==> config.mk <==
export PLATFORM = sky130hd
export DESIGN_NAME = ifkc_queue
export DESIGN_NICKNAME = d
export VERILOG_FILES = /design/src/hdl/ifkc_pkg.sv /design/src/hdl/ifkc_queue.sv
export SDC_FILE = /design/constraint.sdc
export NUM_CORES = 1
export LEC_CHECK = 0
export BUFFER_PORTS_ARGS = -buffer_cell sky130_fd_sc_hd__buf_4
export CORE_UTILIZATION = 56
export CTS_CLUSTER_DIAMETER = 50
export DETAILED_ROUTE_END_ITERATION = 8
export GPL_ROUTABILITY_DRIVEN = 0
export PLACE_DENSITY = 0.94
export SLEW_MARGIN = 15
export SYNTH_ARGS = -nofsm -noshare
export SYNTH_HDL_FRONTEND = slang
export SYNTH_SLANG_ARGS = --single-unit
==> constraint.sdc <==
create_clock -name clk -period 24.2 [get_ports clk]
set_clock_uncertainty 0.2 [all_clocks]
set_input_delay 4.84 -clock clk [delete_from_list [all_inputs] [get_ports clk]]
set_output_delay 4.84 -clock clk [all_outputs]
set_load 0.1 [all_outputs]
==> src/hdl/ifkc_pkg.sv <==
package ifkc_pkg;

    localparam logic [1:0] CLASS_NONE = 2'd0;
    localparam logic [1:0] CLASS_IPV4 = 2'd1;
    localparam logic [1:0] CLASS_FLOW = 2'd2;

    localparam logic [1:0] NEED_NONE  = 2'd0;
    localparam logic [1:0] NEED_ICMP  = 2'd1;
    localparam logic [1:0] NEED_PORTS = 2'd2;

    typedef struct packed {
        logic [7:0]  data_byte;
        logic        last_byte;
        logic [15:0] wire_length;
        logic [31:0] now_time;
    } byte_item_t;

    typedef struct packed {
        logic [1:0]  packet_class;
        logic [31:0] src_addr;
        logic [31:0] dst_addr;
        logic [7:0]  protocol;
        logic [15:0] source_port;
        logic [15:0] dest_port;
        logic        multicast;
        logic        from_fragment_entry;
        logic [15:0] length_out;
    } result_item_t;

    typedef struct packed {
        logic        ip_ok;
        logic        fragd;
        logic        l4_ok;
        logic [1:0]  need;
        logic [31:0] src_addr;
        logic [31:0] dst_addr;
        logic [15:0] ip_id;
        logic [7:0]  protocol;
        logic [15:0] source_port;
        logic [15:0] dest_port;
        logic        multicast;
        logic [15:0] length;
        logic [31:0] now_time;
    } desc_t;

    typedef struct packed {
        logic [31:0] src_addr;
        logic [31:0] dst_addr;
        logic [15:0] ip_id;
        logic [7:0]  protocol;
        logic [15:0] source_port;
        logic [15:0] dest_port;
        logic [31:0] stamp;
    } entry_t;

endpackage

==> src/hdl/ifkc_queue.sv <==
module ifkc_queue (
    input  logic               clk,
    input  logic               rst_n,
    input  logic               push,
    input  ifkc_pkg::desc_t    push_data,
    output logic               not_full,
    output logic               pop_valid,
    input  logic               pop,
    output ifkc_pkg::desc_t    pop_data
);

    ifkc_pkg::desc_t slot_reg [2];
    logic       wr_ptr_reg, rd_ptr_reg;
    logic [1:0] count_reg;

    assign not_full  = count_reg != 2'd2;
    assign pop_valid = count_reg != 2'd0;
    assign pop_data  = slot_reg[rd_ptr_reg];

    always_ff @(posedge clk or negedge rst_n)
    begin
        if (!rst_n)
        begin
            wr_ptr_reg <= 1'b0;
            rd_ptr_reg <= 1'b0;
            count_reg  <= 2'd0;
        end
        else
        begin
            if (push)
                wr_ptr_reg <= ~wr_ptr_reg;
            if (pop)
                rd_ptr_reg <= ~rd_ptr_reg;
            if (push && !pop)
                count_reg <= count_reg + 2'd1;
            else if (pop && !push)
                count_reg <= count_reg - 2'd1;
        end
    end

    always_ff @(posedge clk)
    begin
        if (push)
            slot_reg[wr_ptr_reg] <= push_data;
    end

endmodule

Word level (Yosys, flattened, before mapping)
Memory sizes are Yosys's and may differ from the RTL's.
Index checks and enable logic that the tools add are counted.
{ "classes": {"n_addsub": 2, "n_eq_ne": 1, "muxes": 4, "bitwise_logic": 2, "n_reduce_logical": 6} }
{ "op_table": {"columns": ["cell", "count"], "rows": [
  ["$mux W2", 2],
  ["$reduce_bool A2 Y1", 2],
  ["$add A2 B1 Y2 const B", 1],
  ["$logic_and A1 B1 Y1", 2],
  ["$logic_not A1 Y1", 2],
  ["$mux W1", 2],
  ["$ne A2 B2 Y1 const B", 1],
  ["$not A1 Y1", 2],
  ["$sub A2 B1 Y2 const B", 1]
]} }
{ "totals": {"ff_bits": 4, "mem_bits_rw": 348, "in_bits": 178, "output_inout_bits": 176, "memories": 1} }
{ "memory_table": {"columns": ["memory", "words", "width", "rd", "rd_clocked_by_memory_dff", "write_ports", "line_no", "rtl"], "rows": [
  ["slot_reg", 2, 174, 1, 0, 1, "ifkc_queue.sv:12", "ifkc_pkg::desc_t slot_reg [2];"]
]} }

Longest topological paths before layout
Gate-level depths: netlist of the first run.
{ "logic_depth": {"depth_word": 4, "ltp_mapped": 5} }

Worst setup path after synthesis of the first run
OpenSTA, ideal clock, no wires.
{ "synth_timing": {"kind": "input to register", "start": "in push", "end": "mem slot_reg[0][0] (netlist name), enable pin", "t_arrival_ns": 12.353, "t_required_ns": 23.269, "slack_ns": 10.916, "stages": 1, "n_path_buf": 0, "path_cell_list": "nor2b_1"} }
{ "synth_between": {"elab_chain_len": 2} }
{ "synth_lines": {"columns": ["item", "line_no", "rtl"], "rows": [
  ["start, declared", "ifkc_queue.sv:4", "input logic push,"],
  ["$mux W1", "ifkc_queue.sv:43", "if (push)"],
  ["$mux W1 (implied by the code)", "ifkc_queue.sv:44", "slot_reg[wr_ptr_reg] <= push_data;"],
  ["end, declared", "ifkc_queue.sv:12", null]
]} }
No other way between the ends.

==> results of run 1 <==
final cells by class:
class                   instances  share of cell area, %
repair buffers                359                   16.1
multi-input cells             185                   12.2
well taps                     280                   2.09
clock buffers                  41                   5.60
inverters                       1                 0.0224
clock inverters                22                   1.14
flip-flops and latches        352                   62.9
path summary, 6_finish.rpt:
path	end	depth (start not counted)	start	slack (ns)
min	count_reg[1]	1	count_reg[1]	0.30
min in group asynchronous	count_reg[0]	1	rst_n	3.93
max in group asynchronous	rd_ptr_reg	1	rst_n	19.74
max	pop_data[13]	4	rd_ptr_reg	15.47
min reg2reg	count_reg[1]	1	count_reg[1]	0.30
max reg2reg	slot_reg[0][103]	2	wr_ptr_reg	21.33
kinds of logic after synthesis:
logic type	synth area share (%)
buffers and inverters	1.55
xor gates and xnor gates	0.342
DFF	82.5
adders and majority gates	0.0978
and+or+nand+nor	0.225
muxes	15.3
through the flow:
stage | area [um2] | util [%] | cells | worst slack (ns) | hold WS [ns]
floorplan | 12800 | - | 557 | 10.92 | 0.255
global placement | 15700 | 70.9 | 1177 | 16.01 | 0.272
detailed placement | 15700 | 70.9 | 1177 | 16.05 | 0.297
CTS | 16800 | 76.0 | 1240 | 15.49 | 0.305
global route | 16800 | 76.0 | 1240 | 15.33 | 0.322
finish | 16800 | 76.0 | 1240 | 15.47 | 0.301
cell usage after synthesis (all sizes together):
library cell  number  area [um2]
edfxtp           348       10500
mux2             174        1960
buf               19         194
dfrtp              4         100
xor2               4        35.0
and2               1        6.26
ha                 1        12.5
inv                1        3.75
nand2b             1        6.26
nor2               1        3.75
nor2b              1        6.26
or2                1        6.26
xnor2              1        8.76
layer usage:
metal | share of wire (%) | up-vias
met1 | 35 | 3332
li1 | - | 2981
met2 | 54 | 318
met3 | 7.4 | 76
met5 | 0 | -
met4 | 4.0 | 0
==> flow_summary.ini, run 1 <==
[setup_path]
path_max_fanout = 75
worstSetupPathType = register to output pin
critPathMaxStageDelay_ns = 0.85
crit_arrival_ns = 3.69
path_common_cell = buf_4
cp-start-kind = register
crit_buf_inv = 3
end_kind = output pin
cpLargestDelayFamily = buffers and inverters
crit_path_cell_trace = buf_4, buf_4, mux2_2, buf_4
critPathRequiredTime_ns = 19.16
cp_slowest_cell = buf_4

[grt]
grt_max_degree = 79
grt_pass1_wl_mm = 40.1
grt_pass1_vias = 7391
grt_util_met2_pct = 42.7
use_met3_pct = 6.32
busiest_layer = met2
grtUsageTotal_pct = 22.9
globalRouteMet1Util_pct = 23.7
antenna_found_initial = 0
overflow = 0

[die]
core_area_um2 = 22100
io_pins = 354
initial_core_util_pct = 57.9
std_cell_rows = 54
dieArea_um2 = 23500
die_h_um = 153
die_x_um = 153

[cts]
clk_latency_ns = 0.50
postCtsSetupRepairBufs = 0
cts_resized = 0
cts_tree = built
cts.sinks = 352
cts_buffers = 36
cts.path.max_buffers = 3
htree_num_levels = 2
clkSlewWorstSetupHoldPaths_ns = 0.06
cts_root_buf = clkbuf_16
cts_hold_buf = 0

[timing]
slew_violations = 0
hold_violations = 0
worstMarginPinSlew_ns = 1.07
grt_setup_unrepaired = false
tns_ns = 0
fin_crit_sh_pct = 36.1
period_minus_slack_ns = 8.73
max_freq_mhz = 115
relSlewSlack_pct = 28.7
setup_viol = 0

[placement]
hpwl_mm = 17.6
port_buffers = 353

[layout]
mostFrequentLayoutCell = buf_4
seqCellArea_um2 = 10600
multi_input_area_um2 = 2050
final_cell_mix = buf_4, edfxtp_1, mux2_2, clkbuf_16, clkinv_1
syn_to_final_growth_pct = 31.3
largest_reg_flops = 348
drive_above_1_share_pct = 60.9
diodes = 0
fin_nets = 1114
final.fill_count = 1139

[job]
drv_cap = 0

[routing]
detail-route-antenna-nets = 0
post_drt_wl_per_cell_um = 22.1
avgViaCountPerCell = 5.41
num_vias = 6707
drc_errors = 0
firstDrtPassIters = 4
drt_iter0_drc = 353
finalWirelength_mm = 27.5

[status]
outcome = finished, final reports clean

[yosys]
syn_inst = 557
synth_area_um2 = 12800
ys_types = 15
yosysSeqAreaShare_pct = 82.5
ys_ff_latch = 352
syn-num-nets = 736
yosysWarnings = 0
syn_avg_cell_area_um2 = 23.0

[min_path]
hold_class = register to register
Power of run 1 is left out: the tool's default activity adds up to more than one toggle a clock period on the data nets, which glitch-free logic cannot reach.
==> run 2, diff against run 1 <==
CORE_UTILIZATION = 52   (was 56)
PLACE_DENSITY = 0.88   (was 0.94)
clock period = 9.1 ns   (was 24.2 ns; I/O delays follow)
==> flow_summary.ini, run 2 (synthesized netlist as in run 1, its figures left out) <==
[routing]
firstDrtPassIters = 4
finalWirelength_mm = 25.6
routedLengthMet1_mm = 8.98
met2WireLength_mm = 13.6
num_vias = 6562
avgViaCountPerCell = 5.10
drt_iter0_drc = 363
detail-route-antenna-nets = 0
drc_errors = 0
routed.top_layer = met4
dr_wl_met3_mm = 2.15
post_drt_wl_per_cell_um = 19.9

[die]
dieArea_um2 = 25200
die_x_um = 159
initial_core_util_pct = 52.8
core_area_um2 = 24200
io_pins = 354
die_h_um = 159
std_cell_rows = 57

[setup_path]
path_max_fanout = 81
critPathMaxStageDelay_ns = 0.83
r2r_slack_ns = 6.83
cp_slowest_cell = buf_4
crit_arrival_ns = 2.76
crit_buf_inv = 2
crit_path_cell_trace = buf_4, mux2_2, buf_4
critPathRequiredTime_ns = 7.08
worstSetupPathType = register to output pin
end_kind = output pin
cpLargestDelayFamily = buffers and inverters
path_common_cell = buf_4
r2r_end = slot_reg[1][84]
r2r_start = wr_ptr_reg
rr_worst_depth = 2
cp-start-kind = register

[cts]
clk_latency_ns = 0.49
cts_tree = built
cts_buffers = 37
cts_root_buf = clkbuf_16
htree_num_levels = 2
cts.sinks = 352
clkSlewWorstSetupHoldPaths_ns = 0.06
cts_hold_buf = 0
cts_resized = 0
postCtsSetupRepairBufs = 0
cts.path.max_buffers = 3

[timing]
worstMarginPinSlew_ns = 1.08
max_freq_mhz = 209
setup_viol = 0
fin_crit_sh_pct = 52.5
relSlewSlack_pct = 28.3
hold_violations = 0
slew_violations = 0
tns_ns = 0
period_minus_slack_ns = 4.78
grt_setup_unrepaired = false

[layout]
final.fill_count = 1518
final_cell_mix = buf_4, edfxtp_1, mux2_2, clkbuf_16, clkinv_1
fin_nets = 1114
syn_to_final_growth_pct = 31.6
mostFrequentLayoutCell = buf_4
largest_reg_flops = 348
drive_above_1_share_pct = 61.2
diodes = 0

[min_path]
hold_class = register to register
min_from = count_reg[1]
holdPathEnd = count_reg[1]
min_path_cells = 1

[grt]
grt_max_degree = 175
grtUsageTotal_pct = 20.0
grt_pass1_wl_mm = 38.2
overflow = 0
grt_pass1_vias = 7086
antenna_found_initial = 0

[placement]
hpwl_mm = 16.6
port_buffers = 353

[status]
outcome = finished, final reports clean

[job]
drv_cap = 0
run 2: cell types whose count changed in the layout (fill, tap and decap cells not counted):
cell | before | now
buf_12 | 0 | 1
clkinv_8 | 0 | 1
clkinv_1 | 11 | 8
bufinv_16 | 3 | 1
clkbuf_1 | 4 | 5
clkinvlp_4 | 2 | 3
clkinv_2 | 2 | 7
buf_4 | 359 | 357
run 2: area by class of cell:
| cell class | instances | area (um2) | area share, % |
|---|---|---|---|
| Tap cell | 324 | 405 | 2.41 |
| Multi-Input combinational cell | 185 | 2050 | 12.2 |
| Clock inverter | 24 | 169 | 1.00 |
| Sequential cell | 352 | 10600 | 62.7 |
| Clock buffer | 42 | 945 | 5.61 |
| Timing Repair Buffer | 358 | 2700 | 16.0 |
| Inverter | 1 | 3.75 | 0.0223 |
run 2: metal layers:
| layer | up-vias | GRT usage [%] |
|---|---|---|
| li1 | 2977 | - |
| met1 | 3247 | 21.6 |
| met2 | 276 | 36.0 |
| met3 | 62 | 6.17 |
| met4 | 0 | 8.12 |
| met5 | - | 0 |
run 2: worst max path at each step:
stage / startpoint / to / slack (ns) / depth (start not counted)
after floorplan: push / slot_reg[0][0] / 2.11 / 1
after global placement: rd_ptr_reg / pop_data[137] / 4.85 / 3
after detailed placement: rd_ptr_reg / pop_data[172] / 4.85 / 3
after CTS: rd_ptr_reg / pop_data[137] / 4.30 / 3
after global routing: rd_ptr_reg / pop_data[156] / 4.18 / 3
final: rd_ptr_reg / pop_data[172] / 4.32 / 3
run 2: stage by stage:
step / hold slack [ns] / std cells / instance area (um2) / utilization, % / worst slack (ns)
floorplan: 0.256 / 557 / 12800 / - / 2.11
global placement: 0.286 / 1220 / 15700 / 64.8 / 4.85
detailed placement: 0.298 / 1220 / 15700 / 64.8 / 4.85
CTS: 0.316 / 1286 / 16800 / 69.4 / 4.30
global route: 0.346 / 1286 / 16800 / 69.4 / 4.18
finish: 0.319 / 1286 / 16800 / 69.4 / 4.32
run 2: worst register-to-register path, stage by stage (launching register included):
cell	delay [ns]
dfrtp_1	0.42
and2_4	0.34
buf_4	0.84
Power of run 2 is left out for the same reason.
