`config.mk`:
```
export PLATFORM = sky130hd
export DESIGN_NAME = ifkc_front
export DESIGN_NICKNAME = d
export VERILOG_FILES = /design/src/hdl/ifkc_pkg.sv /design/src/hdl/ifkc_front.sv
export SDC_FILE = /design/constraint.sdc
export NUM_CORES = 1
export LEC_CHECK = 0
export ABC_AREA = 0
export CAP_MARGIN = 20
export CORE_UTILIZATION = 60
export DETAILED_ROUTE_END_ITERATION = 7
export DONT_BUFFER_PORTS = 1
export HOLD_SLACK_MARGIN = 0.1
export PLACE_DENSITY = 0.8
export SYNTH_ARGS = -nofsm -noshare
export SYNTH_HDL_FRONTEND = slang
export SYNTH_SLANG_ARGS = --single-unit
```
`constraint.sdc`:
```
create_clock -name clk -period 11.2 [get_ports clk]
set_input_delay 2.24 -clock clk [delete_from_list [all_inputs] [get_ports clk]]
set_output_delay 2.24 -clock clk [all_outputs]
set_load 0.02 [all_outputs]
```
`src/hdl/ifkc_pkg.sv`:
```
package ifkc_pkg;

    localparam logic [1:0] CLASS_NONE = 2'd0;
    localparam logic [1:0] CLASS_IPV4 = 2'd1;
    localparam logic [1:0] CLASS_FLOW = 2'd2;

    localparam logic [1:0] NEED_NONE  = 2'd0;
    localparam logic [1:0] NEED_ICMP  = 2'd1;
    localparam logic [1:0] NEED_PORTS = 2'd2;

    typedef struct packed {
        logic [7:0]  data_byte;
        logic        last_byte;
        logic [15:0] wire_length;
        logic [31:0] now_time;
    } byte_item_t;

    typedef struct packed {
        logic [1:0]  packet_class;
        logic [31:0] src_addr;
        logic [31:0] dst_addr;
        logic [7:0]  protocol;
        logic [15:0] source_port;
        logic [15:0] dest_port;
        logic        multicast;
        logic        from_fragment_entry;
        logic [15:0] length_out;
    } result_item_t;

    typedef struct packed {
        logic        ip_ok;
        logic        fragd;
        logic        l4_ok;
        logic [1:0]  need;
        logic [31:0] src_addr;
        logic [31:0] dst_addr;
        logic [15:0] ip_id;
        logic [7:0]  protocol;
        logic [15:0] source_port;
        logic [15:0] dest_port;
        logic        multicast;
        logic [15:0] length;
        logic [31:0] now_time;
    } desc_t;

    typedef struct packed {
        logic [31:0] src_addr;
        logic [31:0] dst_addr;
        logic [15:0] ip_id;
        logic [7:0]  protocol;
        logic [15:0] source_port;
        logic [15:0] dest_port;
        logic [31:0] stamp;
    } entry_t;

endpackage

```
`src/hdl/ifkc_front.sv`:
```
module ifkc_front (
    input  logic                    clk,
    input  logic                    rst_n,
    input  logic                    byte_valid,
    output logic                    byte_ready,
    input  ifkc_pkg::byte_item_t    byte_data,
    input  logic                    cfg_we,
    input  logic [15:0]             cfg_wdata,
    input  logic                    queue_ready,
    input  logic                    table_busy,
    output logic                    push,
    output ifkc_pkg::desc_t         desc
);

    localparam logic [3:0] PH_ETH    = 4'd0;
    localparam logic [3:0] PH_VLAN   = 4'd1;
    localparam logic [3:0] PH_LLC    = 4'd2;
    localparam logic [3:0] PH_SNAP   = 4'd3;
    localparam logic [3:0] PH_PPPOE  = 4'd4;
    localparam logic [3:0] PH_IP     = 4'd5;
    localparam logic [3:0] PH_IPDONE = 4'd6;
    localparam logic [3:0] PH_REJECT = 4'd7;

    logic [15:0] max_len_reg;
    logic [3:0]  phase_reg, phase_next;
    logic [7:0]  pos_reg, pos_next;
    logic [15:0] et_reg, et_next;
    logic        mc_reg, mc_next;
    logic [7:0]  llc0_reg, llc0_next, llc1_reg, llc1_next;
    logic [7:0]  vihl_reg, vihl_next;
    logic [15:0] id_reg, id_next, frag_reg, frag_next;
    logic [7:0]  proto_reg, proto_next;
    logic [31:0] src_reg, src_next, dst_reg, dst_next, l4_reg, l4_next;

    logic [7:0]  b;
    logic [15:0] et_full;
    logic [7:0]  vihl_eff;
    logic [8:0]  pos9, hl9, l4_off;
    logic        accept;
    logic [3:0]  fb_phase;
    logic [8:0]  hl_n, l4n;
    logic [1:0]  need;
    logic [8:0]  need9;

    function automatic logic [3:0] tail_ph(input logic [15:0] et);
        if (et == 16'h8864)
            return PH_PPPOE;
        else if (et == 16'h0800)
            return PH_IP;
        else
            return PH_REJECT;
    endfunction

    assign b          = byte_data.data_byte;
    assign et_full    = {et_reg[15:8], b};
    assign byte_ready = queue_ready && !table_busy;
    assign accept     = byte_valid && byte_ready;
    assign push       = accept && byte_data.last_byte;
    assign pos9       = {1'b0, pos_reg};

    always_comb
    begin
        phase_next = phase_reg;
        pos_next   = pos_reg + 8'd1;
        et_next    = et_reg;
        mc_next    = mc_reg;
        llc0_next  = llc0_reg;
        llc1_next  = llc1_reg;
        vihl_next  = vihl_reg;
        id_next    = id_reg;
        frag_next  = frag_reg;
        proto_next = proto_reg;
        src_next   = src_reg;
        dst_next   = dst_reg;
        l4_next    = l4_reg;
        vihl_eff   = (pos_reg == 8'd0) ? b : vihl_reg;
        hl9        = {3'b000, vihl_eff[3:0], 2'b00};
        l4_off     = pos9 - hl9;
        fb_phase   = PH_REJECT;
        unique case (phase_reg)
            PH_ETH:
            begin
                if (pos_reg == 8'd0)
                    mc_next = b[0];
                if (pos_reg == 8'd12)
                    et_next = {b, 8'h00};
                if (pos_reg == 8'd13)
                begin
                    et_next  = et_full;
                    pos_next = 8'd0;
                    if (et_full == 16'h8100)
                        phase_next = PH_VLAN;
                    else if (et_full <= max_len_reg)
                        phase_next = PH_LLC;
                    else
                        phase_next = tail_ph(et_full);
                end
            end
            PH_VLAN:
            begin
                if (pos_reg == 8'd2)
                    et_next = {b, 8'h00};
                if (pos_reg == 8'd3)
                begin
                    et_next  = et_full;
                    pos_next = 8'd0;
                    if (et_full <= max_len_reg)
                        phase_next = PH_LLC;
                    else
                        phase_next = tail_ph(et_full);
                end
            end
            PH_LLC:
            begin
                if (pos_reg == 8'd0)
                    llc0_next = b;
                if (pos_reg == 8'd1)
                    llc1_next = b;
                if (pos_reg == 8'd2)
                begin
                    pos_next = 8'd0;
                    if (llc0_reg == 8'hAA && llc1_reg == 8'hAA && b == 8'h03)
                        phase_next = PH_SNAP;
                    else if (llc0_reg == 8'h06 && llc1_reg == 8'h06 && b[0])
                    begin
                        et_next    = 16'h0800;
                        phase_next = PH_IP;
                    end
                    else
                    begin
                        // The three LLC bytes are parsed again as the start of the header.
                        fb_phase = tail_ph(et_reg);
                        if (fb_phase == PH_PPPOE)
                        begin
                            phase_next = PH_PPPOE;
                            pos_next   = 8'd3;
                        end
                        else if (fb_phase == PH_IP &&
                                 llc0_reg[7:4] == 4'd4 && llc0_reg[3:0] >= 4'd5)
                        begin
                            phase_next = PH_IP;
                            vihl_next  = llc0_reg;
                            pos_next   = 8'd3;
                        end
                        else
                            phase_next = PH_REJECT;
                    end
                end
            end
            PH_SNAP:
            begin
                if (pos_reg < 8'd3)
                begin
                    if (b != 8'd0)
                    begin
                        phase_next = PH_REJECT;
                        pos_next   = 8'd0;
                    end
                end
                else if (pos_reg == 8'd3)
                    et_next = {b, 8'h00};
                else
                begin
                    et_next    = et_full;
                    pos_next   = 8'd0;
                    phase_next = tail_ph(et_full);
                end
            end
            PH_PPPOE:
            begin
                if (pos_reg == 8'd6 && b != 8'd0)
                begin
                    phase_next = PH_REJECT;
                    pos_next   = 8'd0;
                end
                if (pos_reg == 8'd7)
                begin
                    pos_next = 8'd0;
                    if (b == 8'h21)
                    begin
                        et_next    = 16'h0800;
                        phase_next = PH_IP;
                    end
                    else
                        phase_next = PH_REJECT;
                end
            end
            PH_IP:
            begin
                if (pos_reg == 8'd0 && (b[7:4] != 4'd4 || b[3:0] < 4'd5))
                begin
                    phase_next = PH_REJECT;
                    pos_next   = 8'd0;
                end
                else
                begin
                    case (pos_reg)
                        8'd0:  vihl_next = b;
                        8'd4:  id_next[15:8] = b;
                        8'd5:  id_next[7:0] = b;
                        8'd6:  frag_next[15:8] = b;
                        8'd7:  frag_next[7:0] = b;
                        8'd9:  proto_next = b;
                        8'd12: src_next[31:24] = b;
                        8'd13: src_next[23:16] = b;
                        8'd14: src_next[15:8] = b;
                        8'd15: src_next[7:0] = b;
                        8'd16: dst_next[31:24] = b;
                        8'd17: dst_next[23:16] = b;
                        8'd18: dst_next[15:8] = b;
                        8'd19: dst_next[7:0] = b;
                        default: ;
                    endcase
                    if (pos9 >= hl9 && pos9 < hl9 + 9'd4)
                    begin
                        case (l4_off[1:0])
                            2'd0:    l4_next[31:24] = b;
                            2'd1:    l4_next[23:16] = b;
                            2'd2:    l4_next[15:8] = b;
                            default: l4_next[7:0] = b;
                        endcase
                    end
                    if (pos9 + 9'd1 >= hl9 + 9'd4)
                        phase_next = PH_IPDONE;
                end
            end
            default:
                pos_next = pos_reg;
        endcase
    end

    always_comb
    begin
        hl_n = {3'b000, vihl_next[3:0], 2'b00};
        if (phase_next == PH_IPDONE)
            l4n = 9'd4;
        else if ({1'b0, pos_next} > hl_n)
            l4n = {1'b0, pos_next} - hl_n;
        else
            l4n = 9'd0;
        if (proto_next == 8'd6 || proto_next == 8'd17)
        begin
            need  = ifkc_pkg::NEED_PORTS;
            need9 = 9'd4;
        end
        else if (proto_next == 8'd1)
        begin
            need  = ifkc_pkg::NEED_ICMP;
            need9 = 9'd2;
        end
        else
        begin
            need  = ifkc_pkg::NEED_NONE;
            need9 = 9'd0;
        end
        desc.ip_ok    = (phase_next == PH_IP || phase_next == PH_IPDONE) && pos_next >= 8'd20;
        desc.fragd    = frag_next[13:0] != 14'd0;
        desc.l4_ok    = l4n >= need9;
        desc.need     = need;
        desc.src_addr = src_next;
        desc.dst_addr = dst_next;
        desc.ip_id    = id_next;
        desc.protocol = proto_next;
        if (need == ifkc_pkg::NEED_PORTS)
        begin
            desc.source_port = l4_next[31:16];
            desc.dest_port   = l4_next[15:0];
        end
        else
        begin
            desc.source_port = {8'h00, l4_next[31:24]};
            desc.dest_port   = {8'h00, l4_next[23:16]};
        end
        desc.multicast = mc_next;
        desc.length    = byte_data.wire_length;
        desc.now_time  = byte_data.now_time;
    end

    always_ff @(posedge clk or negedge rst_n)
    begin
        if (!rst_n)
        begin
            max_len_reg <= 16'd1500;
            phase_reg   <= PH_ETH;
            pos_reg     <= 8'd0;
            et_reg      <= 16'd0;
            mc_reg      <= 1'b0;
        end
        else
        begin
            if (cfg_we)
                max_len_reg <= cfg_wdata;
            if (accept)
            begin
                if (byte_data.last_byte)
                begin
                    phase_reg <= PH_ETH;
                    pos_reg   <= 8'd0;
                    et_reg    <= 16'd0;
                    mc_reg    <= 1'b0;
                end
                else
                begin
                    phase_reg <= phase_next;
                    pos_reg   <= pos_next;
                    et_reg    <= et_next;
                    mc_reg    <= mc_next;
                end
            end
        end
    end

    always_ff @(posedge clk)
    begin
        if (accept)
        begin
            llc0_reg  <= llc0_next;
            llc1_reg  <= llc1_next;
            vihl_reg  <= vihl_next;
            id_reg    <= id_next;
            frag_reg  <= frag_next;
            proto_reg <= proto_next;
            src_reg   <= src_next;
            dst_reg   <= dst_next;
            l4_reg    <= l4_next;
        end
    end

endmodule

```
; Word-level counts from Yosys, hierarchy flattened
; Cells that the tools add are included.
; Widths: inputs -> output; s select.
[op_classes]
n_addsub = 5
n_lt_le_gt_ge = 10
n_eq_ne = 57
reduce_logical = 28
mux = 103
[op_table]
columns = op, n
row1 = $mux 32, 8
row2 = $mux 16, 14
row3 = $mux 8, 28
row4 = $mux 4, 24
row5 = $pmux 16 s5, 1
row6 = $eq 8x3->1 const B, 7
row7 = $eq 16x16->1 const B, 3
row8 = $pmux 8 s6, 1
row9 = $eq 8x4->1 const B, 5
row10 = $eq 8x5->1 const B, 5
row11 = $ne 3x3->1 const B, 11
row12 = $eq 16x12->1 const B, 2
row13 = $eq 4x3->1 const B, 7
row14 = $mux 14, 2
row15 = $mux 2, 14
row16 = $eq 8x2->1 const B, 3
row17 = $pmux 4 s6, 1
row18 = $mux 9, 2
row19 = $eq 8x1->1 const B, 2
row20 = $eq 8x8->1 const B, 2
row21 = $le 16x16->1, 1
row22 = $reduce_bool 14->1, 1
row23 = $logic_and 1x1->1, 13
row24 = $reduce_and 13->1, 1
row25 = 35 further kinds, 45
[word_totals]
register_bits = 199
in_bits = 79
out_inout_bits = 176
elab_cells = 218

; Depth between registers and ports, before layout
; Gate-level depths: netlist of the first run.
[logic_depth]
word_depth = 20
depth_mapped = 28
mapped_depth_nobuf = 24

; Worst setup path after synthesis of the first run
; Ideal clock, no wire load.
[synth_path]
path_type = input port to output port
start = input port byte_data[53] in the netlist's numbering
end = output port desc[171] in the netlist's numbering
setup_slack_ps = 2768
cell_stages = 21
required_ps = 8960
arrival_ps = 6192
path_buffers = 3
cell_sequence = clkbuf_1 nor3_1 o211ai_1 a21o_1 buf_2 and4_1 buf_4 o21ai_0 ha_1 a21o_1 a21o_1 a21oi_1 a41oi_1 o32ai_1 a311o_1 ha_1 inv_1 a21oi_1 nor3b_1 nand2_1 o32a_1
[synth_lines]
columns = element, line_no
row1 = start: declaration, ifkc_front.sv:6  ; input ifkc_pkg::byte_item_t byte_data,
row2 = end: declaration, ifkc_front.sv:12  ; output ifkc_pkg::desc_t desc

==> results.sh, run 1 <==
export IMPL_status="completed"
export IMPL_core_area_um2=19000
export IMPL_ctsHoldBuffers=0
export IMPL_ys_ff_latch=199
export IMPL_drt_pass1_iter_count=6
export IMPL_start_util_pct=62.0
export IMPL_timing_rr_start="pos_reg[1]$_DFFE_PN0P_"
export IMPL_stdcell_area_um2=12100
export IMPL_first_iter_violations=741
export IMPL_ys_seq_area_share_pct=49.0
export IMPL_synth_nets=1191
export IMPL_relSlewSlack_pct=32.3
export IMPL_end_kind="primary output"
export IMPL_worst_setup_path_type="primary input to primary output"
export IMPL_maxSlewViolCount=0
export IMPL_hold_path_cell_count=2
export IMPL_finalCritPeriodShare_pct=79.3
export IMPL_skew_ps=16.3
export IMPL_required_ps=8960
export IMPL_reg2reg_depth=13
export IMPL_fin_crit_ps=8880
export IMPL_vias=8317
export IMPL_maxCapViolCount=0
export IMPL_grtUsageTotal_pct=29.6
export IMPL_synth_largest_area_cell="edfxtp_1"
export IMPL_grt_met3_usage_pct=8.38
export IMPL_die_w_um=142
export IMPL_timing_fmax_ghz=0.113
export IMPL_place_gp_congestion=0.986
export IMPL_synthFlopType="edfxtp_1"
export IMPL_cp_start_kind="primary input"
export IMPL_numCtsBuffers=17
export IMPL_synthTopCellsByArea="edfxtp_1 (39%), mux2_2 (12%), dfrtp_1 (8.1%)"
export IMPL_post_cts_setup_buffers=0
export IMPL_ant_nets=0
export IMPL_grt_max_degree=83
export IMPL_multi_input_area_um2=5140
export IMPL_syn_inst=1072
export IMPL_dieArea_um2=20200
export IMPL_p_sw_uw=629
export IMPL_cts_tree="yes"
export IMPL_clk_latency_ps=450
export IMPL_wl_um=28900
export IMPL_crit_start="byte_data[53]"
export IMPL_avgSynthCellArea_um2=11.0
export IMPL_synth_distinct_cells=80
export IMPL_ir_drop_mv=0.137
export IMPL_hp_class="register to register"
export IMPL_hpwl_um=19500
export IMPL_p_per_area_nw_per_um2=159
export IMPL_use_met1_pct=38.4
export IMPL_finalPower_mw=1.92
export IMPL_crit_fanout=29
export IMPL_nNetsFinal=1106
export IMPL_hold_ws_ps=504
export IMPL_arrival_ps=6640
export IMPL_placed_area_um2=11500
export IMPL_switching_share_pct=32.7
export IMPL_cts_resized_gates=0
export IMPL_pwr_share_seq_pct=45.7
export IMPL_pin_count=255
export IMPL_cellLeakagePower_nw=4.42
export IMPL_grt_busiest_layer="met2"
export IMPL_tightest_slew_ps=1020
export IMPL_yosysWarnings=0
export IMPL_grt_pass1_wl_um=45100
export IMPL_clockRootBuffer="clkbuf_16"
export IMPL_finalSetupTns_ps=0
export IMPL_synth_edf_count=154
export IMPL_fillCellCount=1463
export IMPL_globalRoute_totalOverflow=0
export IMPL_met2_usage_pct=47.1
export IMPL_seqCellArea_um2=5760
export IMPL_syn_cell_area_um2=11800
export IMPL_r2r_setup_slack_ps=6220
export IMPL_rsz0062_at_grt="false"
export IMPL_clk_pin_slew_ps=80
export IMPL_async_reset_ff_share_pct=22.6
export IMPL_drive_gt1_share_pct=19.5
export IMPL_reg2reg_to="l4_reg[29]$_DFFE_PP_"
export IMPL_cts_max_path_buffers=2
export IMPL_p_clk_share_pct=32.8
export IMPL_wl_per_cell_um=22.9
export IMPL_antenna_found_initial=0
export IMPL_critPathCapture="desc[171]"
export IMPL_via_per_inst=6.60
export IMPL_grt_pass1_vias=8017
export IMPL_clock_sinks=199
export IMPL_io_buffers=0
export IMPL_syn2layout_area_growth_pct=2.76
export IMPL_drc_errors=0
export IMPL_diodes=0
export IMPL_setup_viol=0
export IMPL_hold_violations=0
export IMPL_intPower_mw=1.29
export IMPL_p_comb_share_pct=21.5
export IMPL_synth_top_cell_area_share_pct=39.3
export IMPL_rows=50
export IMPL_htreeDepth=4
export IMPL_die_y_um=142
-- placed cells by master (no fill, tap or decap), types with 20 or more instances in the layout --
cell type	count
o22ai_1	20
ha_1	39
dfrtp_1	38
mux2_2	122
inv_1	49
a21oi_1	26
nand3_1	28
and2_1	21
nor2_1	71
o21ai_0	64
edfxtp_1	154
nand2_1	99
nor3_1	20
-- worst min path at each step --
| stage | slack (ps) | startpoint | to |
|---|---|---|---|
| 3_5_place_dp | 500 | max_len_reg[7]$_DFFE_PN1P_ | max_len_reg[7]$_DFFE_PN1P_ |
| 2_1_floorplan | 470 | mc_reg$_DFFE_PN0P_ | mc_reg$_DFFE_PN0P_ |
| 4_1_cts | 510 | max_len_reg[7]$_DFFE_PN1P_ | max_len_reg[7]$_DFFE_PN1P_ |
| 5_1_grt | 530 | max_len_reg[7]$_DFFE_PN1P_ | max_len_reg[7]$_DFFE_PN1P_ |
| 3_3_place_gp | 490 | max_len_reg[0]$_DFFE_PN0P_ | max_len_reg[0]$_DFFE_PN0P_ |
| 6_report | 500 | max_len_reg[4]$_DFFE_PN1P_ | max_len_reg[4]$_DFFE_PN1P_ |
-- cells in the mapped netlist (13+ instances only) --
cell        n
o22ai_1    20
mux2i_1    13
a21oi_1    26
buf_4      50
clkbuf_1   47
mux2_2    122
and2_1     21
nand4_1    15
nor2_1     71
o21ai_0    64
inv_1      50
ha_1       39
edfxtp_1  154
nand3_1    28
nor3_1     20
dfrtp_1    38
nand2_1    99
-- worst max-delay path: stages --
cell	delay [ps]
nor3_1	360
o211ai_1	260
and2_2	280
nor2_1	160
nor2_1	110
a221oi_1	660
ha_1	360
a21o_1	180
a21o_1	190
a21oi_1	220
a41oi_1	70
o32ai_1	210
a311o_1	180
ha_1	130
inv_1	30
a21oi_1	170
nor3b_1	300
nand2_1	90
o32a_1	420
-- through the flow --
step                util, %  cells  setup slack (ps)
finish                 63.7   1260              2320
global route           63.7   1260              2040
CTS                    63.7   1260              2380
detailed placement     60.5   1228              2390
global placement       60.5   1228              2590
floorplan                 -   1072              2770
-- logic make-up (layout without fill, tap and decap cells) --
kind of cell               count (synthesis)  after routing  share of synthesized area (%)
DFF                                      199            199                           49.0
adders and majority gates                 40             40                           4.32
muxes                                    139            139                           13.2
buffers and inverters                    161             89                           7.31
xor gates and xnor gates                  11             11                          0.820
and+or+nand+nor                          340            340                           15.3
AOI/OAI and AO/OA                        182            182                           10.0
-- area by class of cell --
class,instances,share of cell area [%]
clock buffers,17,3.52
clock inverters,15,1.58
inverters,51,1.63
multi-input cells,712,42.5
flip-flops and latches,199,47.7
well taps,260,2.69
repair buffers,6,0.373
-- layer usage --
layer,vias to the layer above,share of wire [%]
li1,3741,-
met1,4059,40
met2,444,47
met3,73,9.7
met4,0,2.8
met5,-,0
-- power groups by stage --
stage | registers [mW] | logic (mW) | clock network, mW
after floorplan | 0.870 | 0.371 | 0
after global placement | 0.892 | 0.398 | 0
after detailed placement | 0.893 | 0.403 | 0
after CTS | 0.877 | 0.408 | 0.634
after global routing | 0.884 | 0.458 | 0.664
final | 0.879 | 0.413 | 0.630
No activity file was read; power rests on OpenSTA's default activity.
==> run 2: changes to the inputs <==
- clock period: 11.2 -> 8.3 ns (I/O delays scaled with it)
==> run 2 against run 1 <==
Effect of this change:
- combinational power is 35% higher
- setup slack worse by 1800 ps
- sequential share of layout area hardly changed
- critical path depth is 5 higher
- first-iteration DRC count is 3.9% higher
- global-route usage is 0.52 points higher
- cell area hardly changed
- power is 34% higher
- non-clock buffer count is 4 higher
- die area stayed put
- critical endpoint unchanged
- largest cell class unchanged
==> results.sh, run 2 (synthesized netlist as in run 1, its figures left out) <==
export IMPL_cts_resized_gates=0
export IMPL_antenna_found_initial=0
export IMPL_hpwl_um=20000
export IMPL_cts_tree="yes"
export IMPL_hp_class="register to register"
export IMPL_drive_gt1_share_pct=19.7
export IMPL_required_ps=6640
export IMPL_fin_util_pct=63.8
export IMPL_grt_pass1_wl_um=45800
export IMPL_fillCellCount=1483
export IMPL_hold_path_cell_count=2
export IMPL_post_cts_setup_buffers=0
export IMPL_skew_ps=9.76
export IMPL_dieArea_um2=20200
export IMPL_htreeDepth=4
export IMPL_clock_sinks=199
export IMPL_end_kind="primary output"
export IMPL_ant_nets=0
export IMPL_maxSlewViolCount=0
export IMPL_nNetsFinal=1110
export IMPL_timing_fmax_ghz=0.129
export IMPL_wl_per_cell_um=23.4
export IMPL_finalCritPeriodShare_pct=93.2
export IMPL_start_util_pct=62.0
export IMPL_relSlewSlack_pct=20.6
export IMPL_final_common_cell="edfxtp_1"
export IMPL_drt_pass1_iter_count=5
export IMPL_seqCellArea_um2=5760
export IMPL_io_buffers=0
export IMPL_vias=8357
export IMPL_die_y_um=142
export IMPL_tightest_slew_ps=1170
export IMPL_status="completed"
export IMPL_grtUsageTotal_pct=30.1
export IMPL_rows=50
export IMPL_finalSetupTns_ps=0
export IMPL_clk_latency_ps=440
export IMPL_place_gp_congestion=0.965
export IMPL_hold_violations=0
export IMPL_setup_viol=0
export IMPL_cellLeakagePower_nw=4.45
export IMPL_pin_count=255
export IMPL_crit_fanout=12
export IMPL_clockRootBuffer="clkbuf_16"
export IMPL_via_per_inst=6.61
export IMPL_multi_input_area_um2=5140
export IMPL_worst_setup_path_type="register to primary output"
export IMPL_grt_pass1_vias=8210
export IMPL_clk_pin_slew_ps=80
export IMPL_drc_errors=0
export IMPL_cp_start_kind="register"
export IMPL_fin_crit_ps=7730
export IMPL_cts_max_path_buffers=2
export IMPL_globalRoute_totalOverflow=0
export IMPL_arrival_ps=6070
export IMPL_wl_um=29600
export IMPL_rsz0062_at_grt="false"
export IMPL_first_iter_violations=770
export IMPL_core_area_um2=19000
export IMPL_r2r_setup_slack_ps=3180
export IMPL_numCtsBuffers=17
export IMPL_grt_max_degree=80
export IMPL_die_w_um=142
export IMPL_final_cell_mix="edfxtp_1 (154), mux2_2 (122), nand2_1 (99), nor2_1 (71), o21ai_0 (64)"
export IMPL_maxCapViolCount=0
export IMPL_ir_drop_mv=0.165
export IMPL_diodes=0
export IMPL_syn2layout_area_growth_pct=2.82
export IMPL_reg2reg_depth=13
export IMPL_p_per_area_nw_per_um2=213
export IMPL_ctsHoldBuffers=0
-- run 2: changes by cell type in the layout (fill, tap and decap cells not counted), moves of 2 or more --
cell and change:
inv_12 -2, clkinv_8 -3, clkbuf_8 +3, inv_8 +2
buf_4 +4, clkinv_4 -2
-- run 2: power by group --
group,switching [mW],internal (mW),leakage (nW),total [mW]
clock,0.397,0.440,0.298,0.837
combinational,0.350,0.206,2.17,0.557
sequential,0.0599,1.12,1.98,1.18
total,0.807,1.77,4.45,2.58
-- run 2: critical path, cell delays in order (launching register included) --
cell     delay [ps]
dfrtp_1         510
inv_1           180
ha_1            390
or3b_2          560
nor2_4          260
a21o_1          350
and4_1          490
o21ai_0         130
nand2_1         100
o21ai_0         130
inv_1           100
ha_1            150
inv_1            60
a21o_1          190
a21o_1          190
a21oi_1         230
a41oi_1          70
o32ai_1         240
a311o_1         190
ha_1            140
inv_1            40
a21oi_1         170
nor3b_1         270
nand2_1          80
o32a_1          420
-- run 2: per-layer routing --
| layer | global-route usage [%] | share of wire, % | up-vias |
|---|---|---|---|
| li1 | - | - | 3746 |
| met1 | 38.3 | 41 | 4120 |
| met2 | 48.7 | 47 | 418 |
| met3 | 7.71 | 9.0 | 73 |
| met4 | 13.4 | 3.0 | 0 |
| met5 | 0 | 0 | - |
-- run 2: area by class of cell --
| class | instances | share of cell area, % |
|---|---|---|
| flip-flops and latches | 199 | 47.7 |
| multi-input cells | 712 | 42.5 |
| clock buffers | 22 | 4.10 |
| well taps | 260 | 2.69 |
| inverters | 51 | 1.63 |
| clock inverters | 10 | 0.818 |
| repair buffers | 10 | 0.621 |
-- run 2: final timing paths --
kind / startpoint / end
max: pos_reg[1]$_DFFE_PN0P_ / desc[171]
min: max_len_reg[10]$_DFFE_PN1P_ / max_len_reg[10]$_DFFE_PN1P_
max reg2reg: pos_reg[1]$_DFFE_PN0P_ / l4_reg[29]$_DFFE_PP_
min reg2reg: max_len_reg[10]$_DFFE_PN1P_ / max_len_reg[10]$_DFFE_PN1P_
max in group asynchronous: rst_n / max_len_reg[10]$_DFFE_PN1P_
min in group asynchronous: rst_n / et_reg[3]$_DFFE_PN0P_
-- run 2: stage by stage --
step	hold slack [ps]	power, mW	worst slack (ps)	area, um^2	instances
after floorplan	473	1.67	1030	11800	1072
after global placement	491	1.74	930	11500	1232
after detailed placement	497	1.75	761	11500	1232
after CTS	510	2.58	674	12100	1264
after global routing	537	2.68	188	12100	1264
final	505	2.58	565	12100	1264
